File: src/design/ucd_pkg.sv
// ucd_pkg: shared constants, codes and types for the configuration
// descriptor endpoint finder. No dependencies.
`default_nettype none

package ucd_pkg;

    // Block size limit and the position counter width that follows from it
    localparam int MAX_BLOCK_BYTES = 4096;
    localparam int POS_W           = $clog2(MAX_BLOCK_BYTES + 1);
    localparam int TOTAL_LEN_W     = 13;

    // Configuration port
    localparam int CFG_IDX_W  = 2;
    localparam int CFG_DATA_W = 8;
    localparam logic [CFG_IDX_W-1:0] CFG_MATCH_CLASS    = 2'd0;
    localparam logic [CFG_IDX_W-1:0] CFG_MATCH_SUBCLASS = 2'd1;
    localparam logic [CFG_IDX_W-1:0] CFG_MATCH_PROTOCOL = 2'd2;

    // Register reset values
    localparam logic [7:0] RST_MATCH_CLASS    = 8'h03;
    localparam logic [7:0] RST_MATCH_SUBCLASS = 8'h01;
    localparam logic [7:0] RST_MATCH_PROTOCOL = 8'h01;

    // Descriptor types and field masks
    localparam logic [7:0] DT_INTERFACE   = 8'h04;
    localparam logic [7:0] DT_ENDPOINT    = 8'h05;
    localparam logic [7:0] EP_DIR_IN      = 8'h80;
    localparam logic [7:0] EP_NUM_MASK    = 8'h0F;
    localparam logic [7:0] XFER_MASK      = 8'h03;
    localparam logic [7:0] XFER_INTERRUPT = 8'h03;
    localparam logic [7:0] NO_INTERFACE   = 8'hFF;

    // Result choice codes
    localparam logic [1:0] CHOICE_NONE     = 2'd0;
    localparam logic [1:0] CHOICE_PREFER   = 2'd1;
    localparam logic [1:0] CHOICE_FALLBACK = 2'd2;

    typedef struct packed {
        logic [7:0] cls;
        logic [7:0] subclass;
        logic [7:0] protocol;
    } match_t;

    typedef struct packed {
        logic [7:0] data_byte;
        logic       last_byte;
    } in_item_t;

    typedef struct packed {
        logic       valid;
        logic [3:0] num;
        logic [15:0] pkt;
        logic [7:0] ifnum;
        logic [7:0] ivl;
    } pick_t;

    typedef struct packed {
        logic [1:0]             choice;
        logic [3:0]             endpoint_number;
        logic [4:0]             endpoint_id;
        logic [15:0]            max_packet;
        logic [7:0]             interface_number;
        logic [7:0]             poll_interval;
        logic [TOTAL_LEN_W-1:0] total_length;
        logic [7:0]             interface_count;
        logic [7:0]             configuration_value;
        logic [7:0]             first_class;
        logic [7:0]             first_subclass;
        logic [7:0]             first_protocol;
    } result_t;

endpackage

`default_nettype wire

File: src/design/ucd_desc_if.sv
// ucd_desc_if: request channel carrying descriptor bytes.
// Depends on nothing.
`default_nettype none

interface ucd_desc_if;
    logic       valid;
    logic       ready;
    logic [7:0] data_byte;
    logic       last_byte;

    modport source (output valid, output data_byte, output last_byte, input ready);
    modport sink   (input valid, input data_byte, input last_byte, output ready);
endinterface

`default_nettype wire

File: src/design/ucd_result_if.sv
// ucd_result_if: request channel carrying the endpoint search result.
// Depends on ucd_pkg for the total length width.
`default_nettype none

interface ucd_result_if;
    import ucd_pkg::*;

    logic                   valid;
    logic                   ready;
    logic [1:0]             choice;
    logic [3:0]             endpoint_number;
    logic [4:0]             endpoint_id;
    logic [15:0]            max_packet;
    logic [7:0]             interface_number;
    logic [7:0]             poll_interval;
    logic [TOTAL_LEN_W-1:0] total_length;
    logic [7:0]             interface_count;
    logic [7:0]             configuration_value;
    logic [7:0]             first_class;
    logic [7:0]             first_subclass;
    logic [7:0]             first_protocol;

    modport source (
        output valid, input ready,
        output choice, output endpoint_number, output endpoint_id, output max_packet,
        output interface_number, output poll_interval, output total_length,
        output interface_count, output configuration_value,
        output first_class, output first_subclass, output first_protocol
    );
    modport sink (
        input valid, output ready,
        input choice, input endpoint_number, input endpoint_id, input max_packet,
        input interface_number, input poll_interval, input total_length,
        input interface_count, input configuration_value,
        input first_class, input first_subclass, input first_protocol
    );
endinterface

`default_nettype wire

File: src/design/usb_config_descriptor_endpoint_finder.sv
// usb_config_descriptor_endpoint_finder: top level of the endpoint finder.
// A byte marked last reaches the output via the input and result registers.
// Throughput: one byte per cycle; the input register hands a byte to the
// parse logic each cycle; a block end behind an unread result stalls it.
// Reset (rst_n, async, active low): match registers go to 3/1/1, walk state
// and first-interface capture clear, both channels empty.
// Depends on ucd_pkg, ucd_desc_if, ucd_result_if, ucd_in_stage,
// ucd_parse_core and ucd_out_stage.
`default_nettype none

module usb_config_descriptor_endpoint_finder (
    input  wire logic                           clk,
    input  wire logic                           rst_n,
    ucd_desc_if.sink                            desc,
    ucd_result_if.source                        result,
    input  wire logic                           cfg_we,
    input  wire logic [ucd_pkg::CFG_IDX_W-1:0]  cfg_index,
    input  wire logic [ucd_pkg::CFG_DATA_W-1:0] cfg_data
);
    import ucd_pkg::*;

    match_t   match_reg;
    match_t   match_next;
    in_item_t item;
    logic     item_valid;
    logic     out_busy;
    logic     advance;
    logic     load;
    result_t  res;

    // Match registers
    always_comb
    begin
        match_next = match_reg;
        if (cfg_we)
        begin
            unique case (cfg_index)
                CFG_MATCH_CLASS:    match_next.cls      = cfg_data;
                CFG_MATCH_SUBCLASS: match_next.subclass = cfg_data;
                CFG_MATCH_PROTOCOL: match_next.protocol = cfg_data;
                default:            match_next          = match_reg;
            endcase
        end
    end

    always_ff @(posedge clk or negedge rst_n)
    begin
        if (!rst_n)
        begin
            match_reg <= '{cls: RST_MATCH_CLASS, subclass: RST_MATCH_SUBCLASS,
                           protocol: RST_MATCH_PROTOCOL};
        end
        else
        begin
            match_reg <= match_next;
        end
    end

    // A held byte moves on unless it ends a block and the result slot is full and unread
    assign advance = item_valid && (!item.last_byte || !out_busy || result.ready);
    assign load    = advance && item.last_byte;

    ucd_in_stage u_in (
        .clk        (clk),
        .rst_n      (rst_n),
        .desc       (desc),
        .advance    (advance),
        .item       (item),
        .item_valid (item_valid)
    );

    ucd_parse_core u_core (
        .clk   (clk),
        .rst_n (rst_n),
        .step  (advance),
        .item  (item),
        .match (match_reg),
        .res   (res)
    );

    ucd_out_stage u_out (
        .clk    (clk),
        .rst_n  (rst_n),
        .load   (load),
        .res    (res),
        .busy   (out_busy),
        .result (result)
    );

    // No endpoint means no interface and a zero id
    a_none_fields : assert property (@(posedge clk) disable iff (!rst_n)
        (result.valid && result.choice == CHOICE_NONE) |->
            (result.interface_number == NO_INTERFACE && result.endpoint_id == 5'd0))
        else $error("empty result carries endpoint fields");

    // A chosen endpoint's id is its number times two plus one
    a_id_form : assert property (@(posedge clk) disable iff (!rst_n)
        (result.valid && result.choice != CHOICE_NONE) |->
            (result.endpoint_id == {result.endpoint_number, 1'b1}))
        else $error("endpoint id does not match endpoint number");

    // Configuration value is never reported as zero
    a_cfg_value : assert property (@(posedge clk) disable iff (!rst_n)
        result.valid |-> (result.configuration_value != 8'd0))
        else $error("zero configuration value reported");

    // A block end waiting behind an unread result blocks new bytes
    a_stall : assert property (@(posedge clk) disable iff (!rst_n)
        (item_valid && item.last_byte && out_busy && !result.ready) |-> !desc.ready)
        else $error("input taken while block end is stalled");

    // A loaded result shows on the channel next cycle
    a_load : assert property (@(posedge clk) disable iff (!rst_n)
        load |=> result.valid)
        else $error("result lost after load");

endmodule

`default_nettype wire

File: src/design/ucd_in_stage.sv
// ucd_in_stage: input register for descriptor bytes, one request deep.
// Depends on ucd_pkg and ucd_desc_if.
`default_nettype none

module ucd_in_stage (
    input  wire logic        clk,
    input  wire logic        rst_n,
    ucd_desc_if.sink         desc,
    input  wire logic        advance,
    output ucd_pkg::in_item_t item,
    output logic             item_valid
);
    import ucd_pkg::*;

    logic     valid_reg;
    logic     valid_next;
    in_item_t item_reg;
    logic     take;

    // Free when empty or when the held byte moves on this cycle
    assign desc.ready = !valid_reg || advance;
    assign take       = desc.valid && desc.ready;

    always_comb
    begin
        valid_next = valid_reg;
        if (take)
        begin
            valid_next = 1'b1;
        end
        else if (advance)
        begin
            valid_next = 1'b0;
        end
    end

    always_ff @(posedge clk or negedge rst_n)
    begin
        if (!rst_n)
        begin
            valid_reg <= 1'b0;
        end
        else
        begin
            valid_reg <= valid_next;
        end
    end

    // Payload needs no reset
    always_ff @(posedge clk)
    begin
        if (take)
        begin
            item_reg <= '{data_byte: desc.data_byte, last_byte: desc.last_byte};
        end
    end

    assign item       = item_reg;
    assign item_valid = valid_reg;

endmodule

`default_nettype wire

File: src/design/ucd_parse_core.sv
// ucd_parse_core: descriptor walk state, header capture, interface tracking
// and endpoint selection, one byte per step. Depends on ucd_pkg.
`default_nettype none

module ucd_parse_core (
    input  wire logic              clk,
    input  wire logic              rst_n,
    input  wire logic              step,
    input  wire ucd_pkg::in_item_t item,
    input  wire ucd_pkg::match_t   match,
    output ucd_pkg::result_t       res
);
    import ucd_pkg::*;

    // Walk state
    logic [POS_W-1:0] pos_reg, pos_next;
    logic [POS_W-1:0] start_reg, start_next;
    logic [7:0]       dlen_reg, dlen_next;
    logic [7:0]       dtype_reg, dtype_next;
    logic             stopped_reg, stopped_next;
    logic [7:0]       hdr_reg [4];
    logic [7:0]       hdr_next [4];
    logic [7:0]       cur_if_reg [4];
    logic [7:0]       cur_if_next [4];
    logic [7:0]       scratch_reg [6];
    logic [7:0]       scratch_next [6];
    pick_t            pref_reg, pref_next;
    pick_t            fb_reg, fb_next;
    logic [7:0]       first_reg [3];
    logic [7:0]       first_next [3];

    // Per-step working values
    logic [7:0]       b;
    logic             last;
    logic             in_range;
    logic             walk_on;
    logic [POS_W-1:0] offset;
    logic [POS_W-1:0] pos_step;
    logic             walk_commit;
    logic             end_commit;
    logic             known;
    logic [15:0]      raw_len;
    logic [POS_W-1:0] total_len;
    logic             in_ep;
    logic             cls_hit;
    logic             full_hit;
    logic             intr_ep;
    pick_t            new_pick;
    pick_t            out_pick;

    assign b    = item.data_byte;
    assign last = item.last_byte;

    always_comb
    begin
        pos_next     = pos_reg;
        start_next   = start_reg;
        dlen_next    = dlen_reg;
        dtype_next   = dtype_reg;
        stopped_next = stopped_reg;
        hdr_next     = hdr_reg;
        cur_if_next  = cur_if_reg;
        scratch_next = scratch_reg;
        pref_next    = pref_reg;
        fb_next      = fb_reg;
        first_next   = first_reg;
        in_ep        = 1'b0;
        cls_hit      = 1'b0;
        full_hit     = 1'b0;
        intr_ep      = 1'b0;

        in_range = pos_reg < POS_W'(MAX_BLOCK_BYTES);
        offset   = pos_reg - start_reg;
        walk_on  = in_range && !stopped_reg && (pos_reg >= start_reg);
        pos_step = in_range ? pos_reg + POS_W'(1) : pos_reg;

        // Header bytes 2..5
        if (in_range && pos_reg >= POS_W'(2) && pos_reg <= POS_W'(5))
        begin
            hdr_next[2'(pos_reg - POS_W'(2))] = b;
        end

        // Field capture within the current descriptor
        if (walk_on)
        begin
            if (offset == '0)
            begin
                if (b == 8'd0)
                begin
                    stopped_next = 1'b1;
                end
                else
                begin
                    dlen_next  = b;
                    dtype_next = 8'd0;
                    for (int i = 0; i < 6; i++)
                    begin
                        scratch_next[i] = 8'd0;
                    end
                end
            end
            else if (offset == POS_W'(1))
            begin
                dtype_next = b;
            end
            else if (offset <= POS_W'(7))
            begin
                scratch_next[3'(offset - POS_W'(2))] = b;
            end
        end

        // At most one descriptor completes per byte: on its own last byte,
        // or at the block end when the block stops inside it
        walk_commit = walk_on && !stopped_next &&
                      (({1'b0, offset} + (POS_W+1)'(1)) == (POS_W+1)'(dlen_next));
        end_commit  = last && !stopped_next && !walk_commit && (pos_step > start_reg);
        // Length is not final before header byte 3 unless the block ends
        known       = walk_commit ? ((pos_reg >= POS_W'(3)) || last) : 1'b1;

        raw_len   = {hdr_next[1], hdr_next[0]};
        total_len = (raw_len > 16'(MAX_BLOCK_BYTES)) ? POS_W'(MAX_BLOCK_BYTES)
                                                     : POS_W'(raw_len);

        // Candidate endpoint from the scratch bytes
        new_pick.valid = 1'b1;
        new_pick.num   = 4'(scratch_next[0] & EP_NUM_MASK);
        new_pick.pkt   = {scratch_next[3], scratch_next[2]};
        new_pick.ifnum = cur_if_reg[0];
        new_pick.ivl   = (scratch_next[4] != 8'd0) ? scratch_next[4] - 8'd1 : 8'd0;

        if (walk_commit || end_commit)
        begin
            if (known && (({1'b0, start_reg} + (POS_W+1)'(1)) >= {1'b0, total_len}))
            begin
                stopped_next = 1'b1;
            end
            else
            begin
                if (dtype_next == DT_INTERFACE)
                begin
                    cur_if_next[0] = scratch_next[0];
                    cur_if_next[1] = scratch_next[3];
                    cur_if_next[2] = scratch_next[4];
                    cur_if_next[3] = scratch_next[5];
                    if (first_reg[0] == 8'd0)
                    begin
                        first_next[0] = scratch_next[3];
                        first_next[1] = scratch_next[4];
                        first_next[2] = scratch_next[5];
                    end
                end
                else if (dtype_next == DT_ENDPOINT)
                begin
                    in_ep    = (scratch_next[0] & EP_DIR_IN) != 8'd0;
                    cls_hit  = cur_if_reg[1] == match.cls;
                    full_hit = cls_hit && (cur_if_reg[2] == match.subclass) &&
                               (cur_if_reg[3] == match.protocol);
                    intr_ep  = (scratch_next[1] & XFER_MASK) == XFER_INTERRUPT;
                    if (in_ep && !pref_reg.valid && full_hit)
                    begin
                        pref_next = new_pick;
                    end
                    else if (in_ep && !pref_reg.valid && !fb_reg.valid && cls_hit && intr_ep)
                    begin
                        fb_next = new_pick;
                    end
                end
                start_next = start_reg + POS_W'(dlen_next);
            end
        end
        pos_next = pos_step;

        // Result fields from the state after this byte
        out_pick = pref_next.valid ? pref_next : fb_next;
        res.choice = pref_next.valid ? CHOICE_PREFER :
                     (fb_next.valid ? CHOICE_FALLBACK : CHOICE_NONE);
        if (pref_next.valid || fb_next.valid)
        begin
            res.endpoint_number  = out_pick.num;
            res.endpoint_id      = {out_pick.num, 1'b1};
            res.max_packet       = out_pick.pkt;
            res.interface_number = out_pick.ifnum;
            res.poll_interval    = out_pick.ivl;
        end
        else
        begin
            res.endpoint_number  = 4'd0;
            res.endpoint_id      = 5'd0;
            res.max_packet       = 16'd0;
            res.interface_number = NO_INTERFACE;
            res.poll_interval    = 8'd0;
        end
        res.total_length        = TOTAL_LEN_W'(total_len);
        res.interface_count     = hdr_next[2];
        res.configuration_value = (hdr_next[3] == 8'd0) ? 8'd1 : hdr_next[3];
        res.first_class         = first_next[0];
        res.first_subclass      = first_next[1];
        res.first_protocol      = first_next[2];
    end

    // State update; the last byte starts a fresh block, but the first-interface capture is kept
    always_ff @(posedge clk or negedge rst_n)
    begin
        if (!rst_n)
        begin
            pos_reg     <= '0;
            start_reg   <= '0;
            dlen_reg    <= 8'd0;
            dtype_reg   <= 8'd0;
            stopped_reg <= 1'b0;
            hdr_reg     <= '{default: 8'd0};
            cur_if_reg  <= '{default: 8'd0};
            scratch_reg <= '{default: 8'd0};
            pref_reg    <= '0;
            fb_reg      <= '{valid: 1'b0, num: 4'd0, pkt: 16'd0, ifnum: NO_INTERFACE,
                             ivl: 8'd0};
            first_reg   <= '{default: 8'd0};
        end
        else if (step)
        begin
            first_reg <= first_next;
            if (last)
            begin
                pos_reg     <= '0;
                start_reg   <= '0;
                dlen_reg    <= 8'd0;
                dtype_reg   <= 8'd0;
                stopped_reg <= 1'b0;
                hdr_reg     <= '{default: 8'd0};
                cur_if_reg  <= '{default: 8'd0};
                scratch_reg <= '{default: 8'd0};
                pref_reg    <= '0;
                fb_reg      <= '{valid: 1'b0, num: 4'd0, pkt: 16'd0, ifnum: NO_INTERFACE,
                                 ivl: 8'd0};
            end
            else
            begin
                pos_reg     <= pos_next;
                start_reg   <= start_next;
                dlen_reg    <= dlen_next;
                dtype_reg   <= dtype_next;
                stopped_reg <= stopped_next;
                hdr_reg     <= hdr_next;
                cur_if_reg  <= cur_if_next;
                scratch_reg <= scratch_next;
                pref_reg    <= pref_next;
                fb_reg      <= fb_next;
            end
        end
    end

endmodule

`default_nettype wire

File: src/design/ucd_out_stage.sv
// ucd_out_stage: result register driving the output channel.
// Depends on ucd_pkg and ucd_result_if.
`default_nettype none

module ucd_out_stage (
    input  wire logic             clk,
    input  wire logic             rst_n,
    input  wire logic             load,
    input  wire ucd_pkg::result_t res,
    output logic                  busy,
    ucd_result_if.source          result
);
    import ucd_pkg::*;

    logic    valid_reg;
    logic    valid_next;
    result_t res_reg;

    always_comb
    begin
        priority if (load)
        begin
            valid_next = 1'b1;
        end
        else if (result.ready)
        begin
            valid_next = 1'b0;
        end
        else
        begin
            valid_next = valid_reg;
        end
    end

    always_ff @(posedge clk or negedge rst_n)
    begin
        if (!rst_n)
        begin
            valid_reg <= 1'b0;
        end
        else
        begin
            valid_reg <= valid_next;
        end
    end

    always_ff @(posedge clk)
    begin
        if (load)
        begin
            res_reg <= res;
        end
    end

    assign busy                       = valid_reg;
    assign result.valid               = valid_reg;
    assign result.choice              = res_reg.choice;
    assign result.endpoint_number     = res_reg.endpoint_number;
    assign result.endpoint_id         = res_reg.endpoint_id;
    assign result.max_packet          = res_reg.max_packet;
    assign result.interface_number    = res_reg.interface_number;
    assign result.poll_interval       = res_reg.poll_interval;
    assign result.total_length        = res_reg.total_length;
    assign result.interface_count     = res_reg.interface_count;
    assign result.configuration_value = res_reg.configuration_value;
    assign result.first_class         = res_reg.first_class;
    assign result.first_subclass      = res_reg.first_subclass;
    assign result.first_protocol      = res_reg.first_protocol;

endmodule

`default_nettype wire
File: src/flat_wrapper.sv
// flat-port wrapper written by rule: the top's interface ports become plain ports
module usb_config_descriptor_endpoint_finder_flat import ucd_pkg::*;
  (clk, rst_n, cfg_we, cfg_index, cfg_data, desc_valid, desc_data_byte, desc_last_byte, desc_ready, result_valid, result_ready, result_choice, result_endpoint_number, result_endpoint_id, result_max_packet, result_interface_number, result_poll_interval, result_total_length, result_interface_count, result_configuration_value, result_first_class, result_first_subclass, result_first_protocol);
  ucd_desc_if desc_i ();
  ucd_result_if result_i ();
  input  wire logic clk;
  input  wire logic rst_n;
  input  wire logic cfg_we;
  input  wire logic [ucd_pkg::CFG_IDX_W-1:0] cfg_index;
  input  wire logic [ucd_pkg::CFG_DATA_W-1:0] cfg_data;
  input wire logic [$bits(desc_i.valid)-1:0] desc_valid;
  input wire logic [$bits(desc_i.data_byte)-1:0] desc_data_byte;
  input wire logic [$bits(desc_i.last_byte)-1:0] desc_last_byte;
  output wire logic [$bits(desc_i.ready)-1:0] desc_ready;
  output wire logic [$bits(result_i.valid)-1:0] result_valid;
  input wire logic [$bits(result_i.ready)-1:0] result_ready;
  output wire logic [$bits(result_i.choice)-1:0] result_choice;
  output wire logic [$bits(result_i.endpoint_number)-1:0] result_endpoint_number;
  output wire logic [$bits(result_i.endpoint_id)-1:0] result_endpoint_id;
  output wire logic [$bits(result_i.max_packet)-1:0] result_max_packet;
  output wire logic [$bits(result_i.interface_number)-1:0] result_interface_number;
  output wire logic [$bits(result_i.poll_interval)-1:0] result_poll_interval;
  output wire logic [$bits(result_i.total_length)-1:0] result_total_length;
  output wire logic [$bits(result_i.interface_count)-1:0] result_interface_count;
  output wire logic [$bits(result_i.configuration_value)-1:0] result_configuration_value;
  output wire logic [$bits(result_i.first_class)-1:0] result_first_class;
  output wire logic [$bits(result_i.first_subclass)-1:0] result_first_subclass;
  output wire logic [$bits(result_i.first_protocol)-1:0] result_first_protocol;
  assign desc_i.valid = desc_valid;
  assign desc_i.data_byte = desc_data_byte;
  assign desc_i.last_byte = desc_last_byte;
  assign desc_ready = desc_i.ready;
  assign result_valid = result_i.valid;
  assign result_i.ready = result_ready;
  assign result_choice = result_i.choice;
  assign result_endpoint_number = result_i.endpoint_number;
  assign result_endpoint_id = result_i.endpoint_id;
  assign result_max_packet = result_i.max_packet;
  assign result_interface_number = result_i.interface_number;
  assign result_poll_interval = result_i.poll_interval;
  assign result_total_length = result_i.total_length;
  assign result_interface_count = result_i.interface_count;
  assign result_configuration_value = result_i.configuration_value;
  assign result_first_class = result_i.first_class;
  assign result_first_subclass = result_i.first_subclass;
  assign result_first_protocol = result_i.first_protocol;
  usb_config_descriptor_endpoint_finder u_core (.clk(clk), .rst_n(rst_n), .desc(desc_i), .result(result_i), .cfg_we(cfg_we), .cfg_index(cfg_index), .cfg_data(cfg_data));
endmodule
File: config.mk
export PLATFORM = sky130hd
export DESIGN_NAME = usb_config_descriptor_endpoint_finder_flat
export DESIGN_NICKNAME = d
export VERILOG_FILES = /design/src/design/ucd_pkg.sv /design/src/design/ucd_desc_if.sv /design/src/design/ucd_result_if.sv /design/src/design/usb_config_descriptor_endpoint_finder.sv /design/src/design/ucd_in_stage.sv /design/src/design/ucd_parse_core.sv /design/src/design/ucd_out_stage.sv /design/src/flat_wrapper.sv
export SDC_FILE = /design/constraint.sdc
export NUM_CORES = 1
export LEC_CHECK = 0
export BUFFER_PORTS_ARGS = -buffer_cell sky130_fd_sc_hd__buf_2
export CAP_MARGIN = 5
export CORE_ASPECT_RATIO = 1.1
export CORE_MARGIN = 5
export CORE_UTILIZATION = 42
export CTS_CLUSTER_SIZE = 8
export DETAILED_ROUTE_END_ITERATION = 8
export SLEW_MARGIN = 20
export SYNTH_ARGS = -nofsm -noshare
export SYNTH_HDL_FRONTEND = slang
export SYNTH_SLANG_ARGS = --single-unit
File: constraint.sdc
create_clock -name clk -period 7.5 [get_ports clk]
set_input_delay 1.5 -clock clk [delete_from_list [all_inputs] [get_ports clk]]
set_output_delay 1.5 -clock clk [all_outputs]
set_load 0.01 [all_outputs]
# Word level (Yosys, flattened, before mapping)
# Index checks and enable logic that the tools add are counted.
dict set report totals {
  regBits 380
  in_bits 24
  out_inout_bits 98
  word_cells 207
}
dict set report op_classes {
  add_sub_neg 8
  magnitude_cmp 13
  eq_ne 13
  n_mux 65
  bitwise 2
  reduce_logical 54
}
# op count
set ops {}
lappend ops {{two-way mux 37 bit} 13}
lappend ops {{two-way mux 48 bit} 6}
lappend ops {{two-way mux 32 bit} 6}
lappend ops {{two-way mux 24 bit} 4}
lappend ops {{two-way mux 8 bit} 12}
lappend ops {{two-way mux 13 bit} 6}
lappend ops {{bitwise mux 48 bit} 1}
lappend ops {{two-way mux 36 bit} 1}
lappend ops {{two-way mux 33 bit} 1}
lappend ops {{bitwise mux 32 bit} 1}
lappend ops {{adder 13 x 1 -> 14 bit, second input constant} 2}
lappend ops {{>= comparator 13 x 2 -> 1 bit, second input constant} 2}
lappend ops {{less-or-equal comparator 13 x 3 -> 1 bit, second input constant} 2}
lappend ops {{demux 8 bit (select 3 bit)} 1}
lappend ops {{== test 8 bit} 3}
lappend ops {{zero test 8 bit} 3}
lappend ops {{logical AND 1 bit} 22}
lappend ops {{demux 8 bit (select 2 bit)} 1}
lappend ops {{== test 8 x 3 -> 1 bit, second input constant} 2}
lappend ops {{> comparator 16 x 13 -> 1 bit, second input constant} 1}
lappend ops {{== test 14 x 8 -> 1 bit} 1}
lappend ops {{>= comparator 14 x 13 -> 1 bit} 1}
lappend ops {{adder 13 x 1 -> 13 bit, second input constant} 1}
lappend ops {{adder 13 x 8 -> 13 bit} 1}
lappend ops {{31 further kinds} 61}

# Depth between registers and ports, before layout
dict set report logic_depth {
  ltp_word 24
  mapped_depth 28
}

# Hierarchy
# A second synthesis with hierarchy kept.
dict set report hier_totals {
  hier_cells 1971
  area_unflattened_um2 20246.9
}
# module n_inst cells_per_inst area_per_inst_um2 seq_area_each_um2
set modules_own_cells {}
lappend modules_own_cells {ucd_parse_core 1 1803 16057.9 6190.9}
lappend modules_own_cells {ucd_out_stage 1 100 2926.6 2907.8}
lappend modules_own_cells {usb_config_descriptor_endpoint_finder 1 55 938.4 605.6}
lappend modules_own_cells {ucd_in_stage 1 13 324.1 295.3}

# Worst setup path after synthesis
# OpenSTA, ideal clock, no wires.
dict set report synth_path {
  kind {reg2reg}
  from {register u_core.u_core.pos_reg[3]}
  to {register u_core.u_out.res_reg (netlist bit u_core.u_out.result.endpoint_id[2]) (data pin)}
  setup_time_ns 0.261
  arrival_time_ns 5.555
  t_required_ns 7.239
  slack_ns 1.685
  stages_incl_launch_ff 24
  path_buffers 3
  cell_sequence {dfrtp_1 clkbuf_1 or4_1 nor4_1 o311a_1 and2_0 mux2i_1 o21ai_0 clkbuf_1 nor2_1 ha_1 nand2b_1 a2111oi_0 nor4_1 o31ai_1 nand3_1 and2_1 a31o_2 a211oi_1 o2111ai_1 a211oi_4 nor3_2 buf_6 a221o_1}
}
# item line
set synth_rtl {}
lappend synth_rtl {{start: declaration} ucd_parse_core.sv:16} ;# logic [POS_W-1:0] pos_reg, pos_next;
lappend synth_rtl {{start signal: assignment} ucd_parse_core.sv:238} ;# pos_reg <= pos_next;
lappend synth_rtl {{end signal: assignment} ucd_out_stage.sv:51} ;# res_reg <= res;
lappend synth_rtl {{end: declaration} ucd_out_stage.sv:17} ;# result_t res_reg;

# Worst setup path after layout
dict set report layout_path {
  from {register u_core.u_core.pos_reg[9]}
  to {register u_core.u_out.res_reg (netlist bit u_core.u_out.result.max_packet[15]) (data pin)}
}
dict set report layout_between {
  elab_chain_cells 17
  word_cells_on_any_way 65
  classes_between {3 x add/sub; 9 x order compare; 5 x eq/ne; 27 x mux; 21 x reduce/logical}
}
# item line
set layout_lines {}
lappend layout_lines {{subtractor 13 bit} ucd_parse_core.sv:73} ;# offset = pos_reg - start_reg;
lappend layout_lines {{less-or-equal comparator 13 x 3 -> 1 bit} ucd_parse_core.sv:106} ;# else if (offset <= POS_W'(7))
lappend layout_lines {{two-way mux 48 bit} ucd_parse_core.sv:106}
lappend layout_lines {{two-way mux 48 bit} ucd_parse_core.sv:102} ;# else if (offset == POS_W'(1))
lappend layout_lines {{two-way mux 48 bit} ucd_parse_core.sv:86} ;# if (offset == '0)
lappend layout_lines {{two-way mux 48 bit} ucd_parse_core.sv:84} ;# if (walk_on)
lappend layout_lines {{logical AND 1 bit} {ucd_parse_core.sv:159, ucd_parse_core.sv:163}}
lappend layout_lines {{logical AND 1 bit (3 in series)} ucd_parse_core.sv:163} ;# else if (in_ep && !pref_reg.valid && !fb_reg.valid && cls_hit && intr_ep)
lappend layout_lines {{two-way mux 37 bit} ucd_parse_core.sv:163}
lappend layout_lines {{two-way mux 37 bit} ucd_parse_core.sv:159} ;# if (in_ep && !pref_reg.valid && full_hit)
lappend layout_lines {{two-way mux 37 bit} ucd_parse_core.sv:152} ;# else if (dtype_next == DT_ENDPOINT)
lappend layout_lines {{two-way mux 37 bit} ucd_parse_core.sv:139} ;# if (dtype_next == DT_INTERFACE)
lappend layout_lines {{two-way mux 37 bit} ucd_parse_core.sv:133} ;# if (known && (({1'b0, start_reg} + (POS_W+1)'(1)) >= {1'b0, total_len}))
lappend layout_lines {{two-way mux 37 bit} ucd_parse_core.sv:131} ;# if (walk_commit || end_commit)
lappend layout_lines {{two-way mux 36 bit / logical OR 1 bit (equally long branches)} {ucd_parse_core.sv:174, ucd_parse_core.sv:177}}
# Several ways; a longest one is shown, not always the timed one. The select of a mux whose other input is x is not followed.
# A chain may end at the register's enable or synchronous reset.

==> results.md <==
* Total power at a little under 6 mW
* Hold_ws at 0.476 ns
* Post-CTS Repair Setup Buffers at 0
* WL/cell at approximately 22 um
* Via density at about 6
* CP max FO at 13
* Post-CTS Resized at 0
* Most frequent cells in the layout: dfrtp_1, nand2_1, o21ai_0, buf_2, a22o_1
* Worst slew pin tran at between 0.9 and 1 ns
* Share of cells above drive strength 1 at 16.2%
* Inserted Diodes at 0
* Yosys cell types at 80
* CTS Buf Count at 53
* Area of the mapped netlist at about 19000 sq um
* Area share of the largest cell type after synthesis at between 30% and 40%
* Worst VDD drop at around 0.18 mV
* Gr usage total at around 22%
* Initial core utilization at between 40 and 50%
* # hold bufs at CTS at 0
* Post-Synthesis Cells at around 1800
* Root Buffer: clkbuf_16
* Worst-path clk slew at 0.05 ns
* Post-synthesis sequential area ratio at 51.4%
* Headroom to the max-slew limit at a little under two fifths
* First-pass GRT wire length at roughly 87000 um
* Setup clock skew after layout at 0.0599 ns
* DR iter-0 viols at roughly 1200
* Number of synthesized flops with an enable pin at just over 100
* Setup crit end kind: flip-flop
* Die width at around 210 um
* Required @ worst endpoint at between 7 and 8 ns
* Final Max Tran Viols at 0
* CTS H-Tree Depth at 2
* Initial antenna violation count at 1
* CTS tree: done
* WL final at between 50000 and 60000 um
* Max Freq at between 100 and 150 MHz
* RSZ-0062 raised after global routing: no
* Synthesis-to-finish area growth at 15.0%
* Most common cell after layout, fill and taps aside: dfrtp_1
* Die Span Y at 234 um
* Final setup fails at 0
* TritonRoute pass-1 iters at 5
* Worst hold path type: flip-flop to flip-flop
* Critical path startpoint category: flip-flop
* Crit share post-route at between 90% and 100%
* Crit path arrival time at 7.23 ns
* ANT nets after route at 0
* Post-Syn Nets at 1873
* Ports at roughly 120
* MaxCap Viol Count at 0
* Fin crit period at about 7 ns
* Fill cell count at about 4200
* Dpl hpwl at around 37000 um
* Core Rows at 82
* Post-synth ARST share at 73.0%
* Cell taking the most area after synthesis: dfrtp_1
* Core ar. at approximately 45000 sq um
* Vias in the first global route at between 10000 and 15000
* Die footprint at approximately 50000 sq um
* Fin nets at 1983
* Clock sinks at approximately 370
* Top post-synthesis cells by area: dfrtp_1, edfxtp_1, a22o_1, ha_1, nand2_1
* Worst setup path class: flip-flop to flip-flop
* DRC at 0
* Outcome: finished, final reports clean
* Vias at around 15000
* Overflow after GRT at 0
* Max reg flops at 42
* Dominant synthesized flop cell: dfrtp_1
* Worst slack, placed at ~0.44 ns
* CTS max path bufs at 3
* Final Worst Setup Slack at 0.616 ns
* Quantity of I/O buffers inserted on ports at between 100 and 150
* Mapped Avg Cell Area at around 11 sq um
* Number of synthesis warnings at 0
* PD cells at roughly 270 nW/um^2
* Worst-Skew Late Latency at 0.62 ns
* Yosys reg bits at 374
* Final hold vios at 0
* RePlAce Congestion at 0.902
* Leak at slightly below 10 nW
* Pin count of the biggest net entering global routing at 144
* Setup TNS at 0 ns
-- cell type report --
class / instances / area, sq um / share of cell area (%)
clock buffers: 93 / 1490 / 6.72
repair buffers: 164 / 983 / 4.45
flip-flops and latches: 374 / 9880 / 44.7
inverters: 84 / 318 / 1.44
multi-input cells: 1223 / 8630 / 39.0
clock inverters: 4 / 78.8 / 0.357
well taps: 588 / 736 / 3.33
-- worst paths after layout --
check	slack [ns]	from	endpoint	depth (start not counted)
min	0.48	u_core.u_core.scratch_reg[24]	u_core.u_core.scratch_reg[24]	1
max	0.62	u_core.u_core.pos_reg[9]	u_core.u_out.result.max_packet[15]	20
max in group asynchronous	5.30	rst_n	u_core.u_core.pref_reg[2]	2
max reg2reg	0.62	u_core.u_core.pos_reg[9]	u_core.u_out.result.max_packet[15]	20
min reg2reg	0.48	u_core.u_core.scratch_reg[24]	u_core.u_core.scratch_reg[24]	1
min in group asynchronous	0.94	rst_n	u_core.u_core.hdr_reg[29]	1
-- through the flow --
step / instance area, sq um / util, % / instances
floorplan: 19200 / - / 1790
global placement: 20500 / 45.1 / 2432
detailed placement: 20500 / 45.1 / 2432
CTS: 22100 / 48.6 / 2529
global route: 22100 / 48.6 / 2530
finish: 22100 / 48.6 / 2530
-- cell usage after synthesis (10+ instances only) --
master      n
dfrtp_1   261
nand2_1   178
o21ai_0   131
a22o_1    105
edfxtp_1  101
clkbuf_1   88
inv_1      84
nor2_1     63
xnor2_1    58
ha_1       57
a22oi_1    50
and2_1     45
mux2i_1    42
mux2_2     34
a21oi_1    32
nand3_1    32
a21o_1     26
nor2b_1    26
a221o_1    24
nand4_1    19
nor3_1     19
o21bai_1   19
or2_2      17
o31ai_1    16
xor2_1     16
nor4_1     14
dfstp_2    12
nand2b_1   12
nand3b_1   12
and3_1     11
buf_2      11
nor3b_1    10
-- report_power, final --
group | internal [mW] | leakage [nW] | total [mW] | switching [mW]
sequential | 2.22 | 4.66 | 2.31 | 0.0840
combinational | 0.475 | 4.48 | 1.34 | 0.867
clock | 1.34 | 0.741 | 2.25 | 0.906
-- kinds of logic after synthesis --
family | count (synthesis) | synth area share [%]
fa+ha+maj | 59 | 3.92
flops | 374 | 51.4
simple gates | 490 | 13.0
xor+xnor | 74 | 3.37
compound gates | 523 | 20.1
mux | 77 | 4.25
buf+inv | 193 | 4.04
-- layer usage --
metal | share of wire, % | track usage, % | up-vias
li1 | - | - | 6849
met4 | 2.9 | 6.66 | 2
met1 | 45 | 30.4 | 7460
met3 | 5.9 | 3.91 | 108
met2 | 46 | 34.9 | 492
met5 | 0.036 | 0 | -
-- worst max-delay path, cell delays in order, from the launching register on --
cell       delay (ns)
dfrtp_1          0.43
or4_1            0.58
nor4_1           0.47
o311a_1          0.33
and2_0           0.31
mux2i_1          0.36
o21ai_2          0.18
or2_2            0.34
ha_1             0.27
a2111oi_0        0.43
nor4_1           0.12
o31ai_1          0.27
nand3_1          0.25
and2_1           0.24
a31o_2           0.22
a211oi_1         0.22
o2111ai_1        0.38
a211oi_4         0.49
nor3_4           0.16
buf_8            0.20
a221o_1          0.35
Note: power is estimated with default switching activity, not from simulation.
